File: src/sv/lpfa_pkg.sv
`default_nettype none

package lpfa_pkg;

    localparam int STATE_W    = 64;
    localparam int PC_W       = 31;
    localparam int REM_W      = PC_W + 1;
    localparam int ADDR_W     = 32;
    localparam int KEY_W      = 8;
    localparam int CFG_IDX_W  = 2;
    localparam int DIV_CNT_W  = $clog2(STATE_W);
    localparam int MOD3       = 3;
    localparam int FLIPS_PER_BYTE_DEF = 16;

    // configuration register indexes
    typedef enum logic [CFG_IDX_W-1:0] {
        CFG_START_SEED  = 2'd0,
        CFG_PIXEL_COUNT = 2'd1
    } t_cfg_idx;

    // controller to datapath commands
    typedef struct packed {
        logic accept;
        logic start_div;
        logic emit;
    } t_cmd;

    // datapath to controller status
    typedef struct packed {
        logic div_done;
        logic out_free;
        logic flip_last;
        logic pc_zero;
    } t_status;

    // one shift step: shift right, feedback into the two top bits
    function automatic logic [STATE_W-1:0] advance(input logic [STATE_W-1:0] s);
        logic [STATE_W-1:0] nxt;
        nxt = s >> 1;
        nxt[STATE_W-1] = s[1] ^ s[2];
        nxt[STATE_W-2] = s[STATE_W-1] | (s[0] ^ s[1]);
        return nxt;
    endfunction

endpackage

`default_nettype wire

File: src/sv/lpfa_if.sv
`default_nettype none

// key byte channel
interface lpfa_in_if;
    import lpfa_pkg::*;
    logic               valid;
    logic               ready;
    logic [KEY_W-1:0]   key_byte;
    logic               first_byte;
    modport source(output valid, key_byte, first_byte, input ready);
    modport sink(input valid, key_byte, first_byte, output ready);
endinterface

// flip result channel
interface lpfa_out_if;
    import lpfa_pkg::*;
    logic               valid;
    logic               ready;
    logic [ADDR_W-1:0]  flip_address;
    logic               flip_mask;
    logic               last_of_byte;
    modport source(output valid, flip_address, flip_mask, last_of_byte, input ready);
    modport sink(input valid, flip_address, flip_mask, last_of_byte, output ready);
endinterface

// configuration write channel
interface lpfa_cfg_if;
    import lpfa_pkg::*;
    logic                 valid;
    logic                 ready;
    logic [CFG_IDX_W-1:0] index;
    logic [STATE_W-1:0]   data;
    modport source(output valid, index, data, input ready);
    modport sink(input valid, index, data, output ready);
endinterface

`default_nettype wire

File: src/sv/lpfa_ctrl.sv
`default_nettype none

module lpfa_ctrl (
    input  wire                i_clk,
    input  wire                i_rst_n,
    input  wire                i_in_valid,
    output logic               o_in_ready,
    input  lpfa_pkg::t_status  i_status,
    output lpfa_pkg::t_cmd     o_cmd
);
    import lpfa_pkg::*;

    typedef enum logic [1:0] {
        S_IDLE,
        S_START,
        S_DIV,
        S_EMIT
    } t_state;

    t_state r_state, n_state;

    // next state and commands
    always_comb begin
        n_state = r_state;
        o_cmd   = '0;
        case (r_state)
            S_IDLE: begin
                if (i_in_valid) begin
                    o_cmd.accept = 1'b1;
                    if (!i_status.pc_zero) begin
                        n_state = S_START;
                    end
                end
            end
            S_START: begin
                o_cmd.start_div = 1'b1;
                n_state = S_DIV;
            end
            S_DIV: begin
                if (i_status.div_done) begin
                    n_state = S_EMIT;
                end
            end
            S_EMIT: begin
                if (i_status.out_free) begin
                    o_cmd.emit = 1'b1;
                    n_state = i_status.flip_last ? S_IDLE : S_START;
                end
            end
            default: n_state = S_IDLE;
        endcase
    end

    assign o_in_ready = (r_state == S_IDLE);

    // state register
    always_ff @(posedge i_clk) begin
        if (!i_rst_n) begin
            r_state <= S_IDLE;
        end else begin
            r_state <= n_state;
        end
    end

endmodule

`default_nettype wire

File: src/sv/lpfa_dp.sv
`default_nettype none

module lpfa_dp #(
    parameter int FLIPS_PER_BYTE = lpfa_pkg::FLIPS_PER_BYTE_DEF
) (
    input  wire                           i_clk,
    input  wire                           i_rst_n,
    input  lpfa_pkg::t_cmd                i_cmd,
    output lpfa_pkg::t_status             o_status,
    input  wire [lpfa_pkg::KEY_W-1:0]     i_key_byte,
    input  wire                           i_first_byte,
    input  wire                           i_cfg_valid,
    input  wire [lpfa_pkg::CFG_IDX_W-1:0] i_cfg_index,
    input  wire [lpfa_pkg::STATE_W-1:0]   i_cfg_data,
    output logic                          o_out_valid,
    input  wire                           i_out_ready,
    output logic [lpfa_pkg::ADDR_W-1:0]   o_flip_address,
    output logic                          o_flip_mask,
    output logic                          o_last_of_byte
);
    import lpfa_pkg::*;

    localparam int CLOG_N = $clog2(FLIPS_PER_BYTE);
    localparam int CNT_W  = (CLOG_N < 3) ? 3 : CLOG_N;
    localparam logic [CNT_W-1:0] LAST_FLIP = CNT_W'(FLIPS_PER_BYTE - 1);
    localparam logic [DIV_CNT_W-1:0] DIV_LAST = DIV_CNT_W'(STATE_W - 1);

    logic [STATE_W-1:0]   r_seed;
    logic [PC_W-1:0]      r_pc;
    logic [STATE_W-1:0]   r_shift, n_shift;
    logic [KEY_W-1:0]     r_byte;
    logic [CNT_W-1:0]     r_flip_cnt;
    logic [STATE_W-1:0]   r_dividend;
    logic [REM_W-1:0]     r_rem, n_rem;
    logic [1:0]           r_mod3, n_mod3;
    logic [DIV_CNT_W-1:0] r_div_cnt;
    logic                 r_div_busy;
    logic                 r_out_valid;
    logic [ADDR_W-1:0]    r_addr;
    logic                 r_mask;
    logic                 r_last;

    logic [REM_W-1:0]     div_trial;
    logic [2:0]           mod3_trial;
    logic                 div_bit;
    logic                 out_free;
    logic [ADDR_W-1:0]    flip_addr;

    // configuration registers
    always_ff @(posedge i_clk) begin
        if (!i_rst_n) begin
            r_seed <= '0;
            r_pc   <= '0;
        end else if (i_cfg_valid) begin
            case (i_cfg_index)
                CFG_START_SEED:  r_seed <= i_cfg_data;
                CFG_PIXEL_COUNT: r_pc   <= i_cfg_data[PC_W-1:0];
                default: ;
            endcase
        end
    end

    // shift state update
    always_comb begin
        n_shift = r_shift;
        if (i_cmd.accept && i_first_byte) begin
            n_shift = r_seed;
        end else if (i_cmd.emit) begin
            n_shift = advance(r_shift);
        end
    end

    always_ff @(posedge i_clk) begin
        if (!i_rst_n) begin
            r_shift <= '0;
        end else begin
            r_shift <= n_shift;
        end
    end

    // key byte and flip counter
    always_ff @(posedge i_clk) begin
        if (i_cmd.accept) begin
            r_byte <= i_key_byte;
        end
    end

    always_ff @(posedge i_clk) begin
        if (!i_rst_n) begin
            r_flip_cnt <= '0;
        end else if (i_cmd.accept) begin
            r_flip_cnt <= '0;
        end else if (i_cmd.emit) begin
            r_flip_cnt <= r_flip_cnt + 1'b1;
        end
    end

    // restoring divider step, one dividend bit per cycle, mod 3 alongside
    always_comb begin
        div_bit    = r_dividend[STATE_W-1];
        div_trial  = {r_rem[REM_W-2:0], div_bit};
        n_rem      = div_trial;
        if (div_trial >= {1'b0, r_pc}) begin
            n_rem = div_trial - {1'b0, r_pc};
        end
        mod3_trial = {r_mod3, div_bit};
        n_mod3     = mod3_trial[1:0];
        if (mod3_trial >= 3'(MOD3)) begin
            n_mod3 = 2'(mod3_trial - 3'(MOD3));
        end
    end

    always_ff @(posedge i_clk) begin
        if (!i_rst_n) begin
            r_div_busy <= 1'b0;
            r_div_cnt  <= '0;
        end else if (i_cmd.start_div) begin
            r_div_busy <= 1'b1;
            r_div_cnt  <= '0;
        end else if (r_div_busy) begin
            r_div_cnt <= r_div_cnt + 1'b1;
            if (r_div_cnt == DIV_LAST) begin
                r_div_busy <= 1'b0;
            end
        end
    end

    always_ff @(posedge i_clk) begin
        if (i_cmd.start_div) begin
            r_dividend <= r_shift;
            r_rem      <= '0;
            r_mod3     <= '0;
        end else if (r_div_busy) begin
            r_dividend <= r_dividend << 1;
            r_rem      <= n_rem;
            r_mod3     <= n_mod3;
        end
    end

    // address: four bytes per pixel plus channel, wraps at 32 bits
    assign flip_addr = {r_rem[ADDR_W-3:0], 2'b00} + ADDR_W'(r_mod3);

    // output register
    assign out_free = !r_out_valid || i_out_ready;

    always_ff @(posedge i_clk) begin
        if (!i_rst_n) begin
            r_out_valid <= 1'b0;
        end else if (i_cmd.emit) begin
            r_out_valid <= 1'b1;
        end else if (i_out_ready) begin
            r_out_valid <= 1'b0;
        end
    end

    always_ff @(posedge i_clk) begin
        if (i_cmd.emit) begin
            r_addr <= flip_addr;
            r_mask <= r_byte[r_flip_cnt[2:0]];
            r_last <= (r_flip_cnt == LAST_FLIP);
        end
    end

    assign o_out_valid    = r_out_valid;
    assign o_flip_address = r_addr;
    assign o_flip_mask    = r_mask;
    assign o_last_of_byte = r_last;

    assign o_status.div_done  = r_div_busy && (r_div_cnt == DIV_LAST);
    assign o_status.out_free  = out_free;
    assign o_status.flip_last = (r_flip_cnt == LAST_FLIP);
    assign o_status.pc_zero   = (r_pc == '0);

    // divider finishes after its last bit
    a_div_ends: assert property (@(posedge i_clk) disable iff (!i_rst_n)
        o_status.div_done |=> !r_div_busy)
        else $error("divider still busy after last step");

    // remainder ends below the pixel count
    a_rem_range: assert property (@(posedge i_clk) disable iff (!i_rst_n)
        $fell(r_div_busy) |-> (r_rem < {1'b0, r_pc}))
        else $error("remainder not below pixel count");

    // no result is produced while a division runs
    a_emit_idle_div: assert property (@(posedge i_clk) disable iff (!i_rst_n)
        i_cmd.emit |-> !r_div_busy && !i_cmd.start_div)
        else $error("result emitted during division");

    // an emitted word never overwrites one still pending
    a_no_overwrite: assert property (@(posedge i_clk) disable iff (!i_rst_n)
        (r_out_valid && !i_out_ready) |-> !i_cmd.emit)
        else $error("pending result overwritten");

endmodule

`default_nettype wire

File: src/sv/lfsr_pixel_flip_address_generator_unit.sv
// each result word takes a start step, a 64-step bit-serial modulo and an emit step;
//   the emit waits while the output register still holds an unaccepted word, and the next
//   key byte is taken only after the last result word of the current byte is emitted
// a byte arriving with pixel count zero is accepted and yields nothing
// reset (synchronous, active low) clears the shift state, seed, pixel count and all control
`default_nettype none

module lfsr_pixel_flip_address_generator_unit #(
    parameter int FLIPS_PER_BYTE = lpfa_pkg::FLIPS_PER_BYTE_DEF
) (
    input  wire          i_clk,
    input  wire          i_rst_n,
    lpfa_in_if.sink      i_in,
    lpfa_out_if.source   o_out,
    lpfa_cfg_if.sink     i_cfg
);
    import lpfa_pkg::*;

    t_cmd    cmd;
    t_status status;

    // configuration writes always taken
    assign i_cfg.ready = 1'b1;

    lpfa_ctrl u_ctrl (
        .i_clk      (i_clk),
        .i_rst_n    (i_rst_n),
        .i_in_valid (i_in.valid),
        .o_in_ready (i_in.ready),
        .i_status   (status),
        .o_cmd      (cmd)
    );

    lpfa_dp #(
        .FLIPS_PER_BYTE (FLIPS_PER_BYTE)
    ) u_dp (
        .i_clk          (i_clk),
        .i_rst_n        (i_rst_n),
        .i_cmd          (cmd),
        .o_status       (status),
        .i_key_byte     (i_in.key_byte),
        .i_first_byte   (i_in.first_byte),
        .i_cfg_valid    (i_cfg.valid),
        .i_cfg_index    (i_cfg.index),
        .i_cfg_data     (i_cfg.data),
        .o_out_valid    (o_out.valid),
        .i_out_ready    (o_out.ready),
        .o_flip_address (o_out.flip_address),
        .o_flip_mask    (o_out.flip_mask),
        .o_last_of_byte (o_out.last_of_byte)
    );

endmodule

`default_nettype wire

File: src/flat_wrapper.sv
// flat-port wrapper written by rule: the top's interface ports become plain ports
module lfsr_pixel_flip_address_generator_unit_flat import lpfa_pkg::*;
#(
    parameter int FLIPS_PER_BYTE = lpfa_pkg::FLIPS_PER_BYTE_DEF
)
  (i_clk, i_rst_n, i_in_valid, i_in_key_byte, i_in_first_byte, i_in_ready, o_out_valid, o_out_flip_address, o_out_flip_mask, o_out_last_of_byte, o_out_ready, i_cfg_valid, i_cfg_index, i_cfg_data, i_cfg_ready);
  lpfa_in_if i_in_i ();
  lpfa_out_if o_out_i ();
  lpfa_cfg_if i_cfg_i ();
  input  wire i_clk;
  input  wire i_rst_n;
  input wire logic [$bits(i_in_i.valid)-1:0] i_in_valid;
  input wire logic [$bits(i_in_i.key_byte)-1:0] i_in_key_byte;
  input wire logic [$bits(i_in_i.first_byte)-1:0] i_in_first_byte;
  output wire logic [$bits(i_in_i.ready)-1:0] i_in_ready;
  output wire logic [$bits(o_out_i.valid)-1:0] o_out_valid;
  output wire logic [$bits(o_out_i.flip_address)-1:0] o_out_flip_address;
  output wire logic [$bits(o_out_i.flip_mask)-1:0] o_out_flip_mask;
  output wire logic [$bits(o_out_i.last_of_byte)-1:0] o_out_last_of_byte;
  input wire logic [$bits(o_out_i.ready)-1:0] o_out_ready;
  input wire logic [$bits(i_cfg_i.valid)-1:0] i_cfg_valid;
  input wire logic [$bits(i_cfg_i.index)-1:0] i_cfg_index;
  input wire logic [$bits(i_cfg_i.data)-1:0] i_cfg_data;
  output wire logic [$bits(i_cfg_i.ready)-1:0] i_cfg_ready;
  assign i_in_i.valid = i_in_valid;
  assign i_in_i.key_byte = i_in_key_byte;
  assign i_in_i.first_byte = i_in_first_byte;
  assign i_in_ready = i_in_i.ready;
  assign o_out_valid = o_out_i.valid;
  assign o_out_flip_address = o_out_i.flip_address;
  assign o_out_flip_mask = o_out_i.flip_mask;
  assign o_out_last_of_byte = o_out_i.last_of_byte;
  assign o_out_i.ready = o_out_ready;
  assign i_cfg_i.valid = i_cfg_valid;
  assign i_cfg_i.index = i_cfg_index;
  assign i_cfg_i.data = i_cfg_data;
  assign i_cfg_ready = i_cfg_i.ready;
  lfsr_pixel_flip_address_generator_unit #(.FLIPS_PER_BYTE(FLIPS_PER_BYTE)) u_core (.i_clk(i_clk), .i_rst_n(i_rst_n), .i_in(i_in_i), .o_out(o_out_i), .i_cfg(i_cfg_i));
endmodule
File: config.mk
export PLATFORM = sky130hd
export DESIGN_NAME = lfsr_pixel_flip_address_generator_unit_flat
export DESIGN_NICKNAME = d
export VERILOG_FILES = /design/src/sv/lpfa_pkg.sv /design/src/sv/lpfa_if.sv /design/src/sv/lpfa_ctrl.sv /design/src/sv/lpfa_dp.sv /design/src/sv/lfsr_pixel_flip_address_generator_unit.sv /design/src/flat_wrapper.sv
export SDC_FILE = /design/constraint.sdc
export NUM_CORES = 1
export LEC_CHECK = 0
export ABC_AREA = 1
export BUFFER_PORTS_ARGS = -buffer_cell sky130_fd_sc_hd__buf_2
export CORE_UTILIZATION = 35
export CTS_BUF_LIST = sky130_fd_sc_hd__clkbuf_2
export DETAILED_ROUTE_END_ITERATION = 8
export GPL_ROUTABILITY_DRIVEN = 0
export SYNTH_ARGS = -nofsm -noshare
export SYNTH_HDL_FRONTEND = slang
export SYNTH_SLANG_ARGS = --single-unit
File: constraint.sdc
create_clock -name i_clk -period 3.48 [get_ports i_clk]
set_input_delay 0.696 -clock i_clk [delete_from_list [all_inputs] [get_ports i_clk]]
set_output_delay 0.696 -clock i_clk [all_outputs]
set_load 0.02 [all_outputs]
After elaboration in Yosys (flattened, before gate mapping) --
Index checks and enable logic that the tools add are counted.
Storage, ports and cells: flip-flop bits (word level) 312, output and inout port bits 37, logic and storage cells 76
Cells by class: $add $sub $neg 5, magnitude comparators 3, eq/ne operators 10, mux-type cells 24, bitwise logic cells 4, reductions and logical operators 15
Operators by type and width (count):
- two-way mux 64 bit | 4
- adder 32 x 2 -> 32 bit | 1
- greater-or-equal comparator 32 x 31 -> 1 bit | 1
- logical NOT 31 bit | 1
- two-way mux 31 bit | 1
- subtractor 31 bit | 1
- two-way mux 1 bit | 12
- two-way mux 2 bit | 5
- case mux 2 bit (4 select lines) | 1
- adder 6 x 1 -> 6 bit, second input constant | 1
- == test 6 bit, second input constant | 1
- inequality test 2 bit, second input constant | 3
- nonzero test 2 bit | 3
- adder 4 x 1 -> 4 bit, second input constant | 1
- == test 2 x 1 -> 1 bit, second input constant | 2
- == test 2 bit, second input constant | 2
- == test 4 bit, second input constant | 1
- logical NOT 2 bit | 2
- < comparator 3 x 4 -> 1 bit, second input constant | 1
- AND reduction 2 bit | 2
- AND reduction 4 bit | 1
- OR reduction 2 bit | 2
- binary-select mux 1 bit (select 3 bit) | 1
- greater-or-equal comparator 3 x 2 -> 1 bit, second input constant | 1
- other kinds (8) | 10

Depth between registers and ports, before layout --
depth in word-level cells 6, depth in mapped cells 17

Modules after synthesis --
From an unflattened synthesis, not the netlist that was laid out.
Second synthesis, totals: cells, all modules 1982, area, all modules 14919.3 sq um
Modules (own cells, without submodules):
- lpfa_dp | times used 1, cells each 1945, area an instance 14682.8 sq um
- lpfa_ctrl | times used 1, cells each 35, area an instance 225.2 sq um
- lfsr_pixel_flip_address_generator_unit | times used 1, cells each 2, area an instance 11.3 sq um

Worst setup path before layout --
Ideal clock, no wire load.
path kind input -> register, from in o_out_ready, to reg u_core.u_dp.r_shift[1], setup time 132 ps, arrival 2265 ps, data required time 3348 ps, slack 1083 ps, stages 6, path buffers 0, path through inv_1 -> nand2_1 -> nand2_1 -> clkinv_1 -> a22oi_1 -> a21oi_1
RTL lines:
- from (decl) | line flat_wrapper.sv:20 | input wire logic [$bits(o_out_i.ready)-1:0] o_out_ready;
- to (signal assigned) | line lpfa_dp.sv:77 | r_shift <= n_shift;
- to (decl) | line lpfa_dp.sv:30 | logic [STATE_W-1:0] r_shift, n_shift;

Worst setup path after layout --
from reg u_core.u_ctrl.r_state[0], to out i_in_ready
Between the ends: cells in the longest elaborated chain, start to end 1
RTL lines:
- from (decl) | line lpfa_ctrl.sv:20 | t_state r_state, n_state;
- from (signal assigned) | line lpfa_ctrl.sv:61 | r_state <= n_state;
- logical NOT 2 bit | line lpfa_ctrl.sv:54 | assign o_in_ready = (r_state == S_IDLE);
- to (decl) | line flat_wrapper.sv:15 | output wire logic [$bits(i_in_i.ready)-1:0] i_in_ready;
Every way passes these cells.

==> results.toml <==
[run_status]
status = "finished clean"

[worst_setup_path]
critical_path.top_delay_family = "flip-flops"
worst_ep_required_time_ns = 2.78
timing.critical_path.cells = "inv_1, ha_1, buf_2"
critPathCaptureType = "primary output"
crit_fanout = 6
timing.setup.critical_path_class = "flip-flop to primary output"
crit-reg2reg-capture = "u_core.u_dp.r_rem[5]$_SDFFE_PP0P_"
r2r_start = "u_core.u_dp.r_dividend[63]$_DFFE_PP_"
startpoint_type = "flip-flop"
crit_path_top_delay_cell = "dfxtp_1"
cpPeakStageDelay_ns = 0.44
critical_path.n_buffers_inverters = 2
arrival_ns = 1.89
setup.reg_to_reg.worst_slack_ns = 1.05
rr_worst_depth = 15

[flow_run]
maxCapViolations = 0

[floorplanning]
die_x_um = 208
fp-row-count = 75
start_util_pct = 35.4
core_area_um2 = 41900
io_pins = 117
fp.dieArea_um2 = 43200
fp.dieH_um = 208

[sta]
tightestPinTransition_ns = 1.14
skew_ns = 0.0562
finalHoldViolations = 0
setup_total_negative_slack_ns = 0
setup_viol = 0
final_min_period_over_clock_period_pct = 74.4
final_period_minus_worst_setup_slack_ns = 2.59
maxClockFrequency_ghz = 0.386
slew_violations = 0
maxSlewHeadroom_pct = 23.7
unrepaired_setup_endpoints_after_global_routing = "no"

[worst_hold_path]
hold_start = "i_cfg_data[2]"
hp-class = "input port to flip-flop"
timing.hold.worst_endpoint = "u_core.u_dp.r_seed[2]$_SDFFE_PN0P_"
hold_path_depth = 3

[global_routing]
grt_max_degree = 102
grt_pass1_wl_um = 63700
grt_overflow_total = 0
grt_pass1_vias = 12905
antenna_found_initial = 5
grtUsageTotal_pct = 18.0

[synthesis]
ys.warnings.count = 0
synth_edf_count = 106
synth_cell_type_count = 45
yosysSeqAreaShare_pct = 49.3
syn-instance-count = 1938
postSynthRegisterBits = 312
syn_area_um2 = 14800
synth_top_flop_cell = "dfxtp_1"
average_size_of_a_mapped_cell_um2 = 7.65
synth_nets = 2057
async_reset_ff_share_pct = 0

[cells_and_area]
layout.cell_area.non_filler_um2 = 17400
multi_input_area_um2 = 6290
num-fill-cells = 4357
final_core_utilization_pct = 41.5
layout-drive-gt1-share_pct = 14.2
synthToLayoutAreaGrowth_pct = 17.1
final_nets = 2259
area.sequential_um2 = 7310

[route]
drt_pre_antenna_iters = 5
drtAntennaViolNets = 0
route.final.wire_length_um = 38300
drc_errors = 0
avgViaCountPerCell = 4.73
vias = 12995
detail_route.iter0.violations = 743
post_drt_wl_per_cell_um = 13.9

[clocking]
clockBufferDepth = 3
cts_resized = 0
clock_edge_transition_at_the_registers_on_the_reported_setup_and_hold_paths_ns = 0.09
post-cts-setup-buffer-count = 0
clk_latency_ns = 0.93
tritoncts_clock_tree = "done"
cts-htree-levels = 3
cts_inserted_buffers = 82
clock-sinks = 312
cts.root.buffer_cell = "clkbuf_2"

[power]
power_density_nw_per_um2 = 786
total_leakage_power_nw = 7.89
max-vdd-ir-drop_uv = 380

[placement]
hpwlAfterDp_um = 26600
placed_cell_area_um2 = 15900
port_buffers = 115
what timing repair did:
action                                  in CTS  in global routing
hold endpoints to repair                    79                  0
hold buffers                                70                  0
endpoints found under the setup margin       0                  0
state kept, by name, summed over array words and instances, names as in the netlist:
register,count
u_core.u_ctrl.r_state,2
u_core.u_dp.o_flip_address,32
u_core.u_dp.o_flip_mask,1
u_core.u_dp.o_last_of_byte,1
u_core.u_dp.o_out_valid,1
u_core.u_dp.r_byte,8
u_core.u_dp.r_div_busy,1
u_core.u_dp.r_div_cnt,6
u_core.u_dp.r_dividend,64
u_core.u_dp.r_flip_cnt,4
u_core.u_dp.r_mod3,2
u_core.u_dp.r_pc,31
u_core.u_dp.r_rem,31
u_core.u_dp.r_seed,64
u_core.u_dp.r_shift,64
report_power, final:
group / internal, mW / switching (mW)
Sequential: 4.84 / 0.383
Combinational: 1.91 / 3.91
Clock: 1.11 / 1.51
Total: 7.86 / 5.80
per-layer routing:
| metal | vias up | GRT usage, % | routed length [um] | share of wire, % |
|---|---|---|---|---|
| met2 | 277 | 29.5 | 17800 | 47 |
| met1 | 5917 | 23.1 | 17800 | 46 |
| met5 | - | 0 | 0 | 0 |
| met4 | 0 | 7.79 | 1060 | 2.8 |
| li1 | 6736 | - | - | - |
| met3 | 65 | 3.54 | 1620 | 4.2 |
cell usage in the layout (no fill, tap or decap), types with 8 or more instances in the layout:
master | synthesis | final
inv_2 | 9 | 12
clkbuf_2 | 0 | 127
nor3_1 | 10 | 10
nand2_1 | 568 | 568
dfxtp_1 | 206 | 206
a21oi_1 | 109 | 109
nand3_2 | 8 | 9
nand3b_1 | 16 | 16
a22oi_1 | 37 | 37
ha_1 | 38 | 38
clkinv_1 | 4 | 19
o21ai_0 | 163 | 163
nor2_1 | 193 | 190
dlygate4sd3_1 | 0 | 70
buf_2 | 18 | 115
nand4_1 | 15 | 15
buf_4 | 1 | 19
nand3_1 | 82 | 81
a31oi_1 | 8 | 8
o21ai_1 | 12 | 12
inv_1 | 212 | 209
xnor2_1 | 12 | 12
edfxtp_1 | 106 | 106
tightest hold or removal path, cell delays in order:
cell	delay, ns
buf_2	0.11
nor2_1	0.05
nor2_1	0.10
area by class of cell:
class | count | share of cell area [%]
antenna | 6 | 0.0865
clock buffer | 127 | 3.66
clock inverter | 20 | 0.793
inverter | 225 | 4.86
multi-input combinational | 1313 | 36.2
sequential | 312 | 42.1
tap | 539 | 3.88
timing repair buffer | 206 | 8.40
stage by stage:
stage / std cells / hold slack (ns) / power [mW] / worst slack, ns
4_1_cts: 2742 / 0.00256 / 13.8 / 0.799
3_3_place_gp: 2525 / 0.445 / 10.9 / 1.15
5_1_grt: 2748 / -0.0231 / 14.9 / 0.711
3_5_place_dp: 2525 / 0.445 / 11.0 / 1.06
2_1_floorplan: 1938 / 0.425 / 9.64 / 1.08
6_report: 2748 / 0.0829 / 13.7 / 0.890
synthesized netlist by cell type, types with 16 or more instances:
master	n	area, um^2
nand2_1	568	2130
inv_1	212	796
dfxtp_1	206	4120
nor2_1	193	724
o21ai_0	163	816
a21oi_1	109	546
edfxtp_1	106	3180
nand3_1	82	410
clkbuf_1	59	221
ha_1	38	475
a22oi_1	37	278
buf_2	18	90.1
nand3b_1	16	120
cells by family after synthesis:
kind of cell	synth area share, %
AO/OA/AOI/OAI	12.4
XOR/XNOR	0.827
adder cells (fa/ha/maj)	3.34
buffers and inverters	8.38
flip-flops	49.3
other	0.0253
AND/OR/NAND/NOR	25.7
how the worst max path moves through the flow:
stage | slack, ns | depth (start not counted) | to | startpoint
floorplan | 1.08 | 6 | u_core.u_dp.r_shift[1]$_SDFFE_PN0P_ | o_out_ready
global placement | 1.15 | 15 | u_core.u_dp.r_rem[2]$_SDFFE_PP0P_ | u_core.u_dp.r_dividend[63]$_DFFE_PP_
detailed placement | 1.06 | 15 | u_core.u_dp.r_rem[5]$_SDFFE_PP0P_ | u_core.u_dp.r_dividend[63]$_DFFE_PP_
CTS | 0.80 | 3 | i_in_ready | u_core.u_ctrl.r_state[0]$_SDFFE_PN0P_
global route | 0.71 | 3 | i_in_ready | u_core.u_ctrl.r_state[0]$_SDFFE_PN0P_
finish | 0.89 | 3 | i_in_ready | u_core.u_ctrl.r_state[0]$_SDFFE_PN0P_
Power figures use the tool's default switching activity.
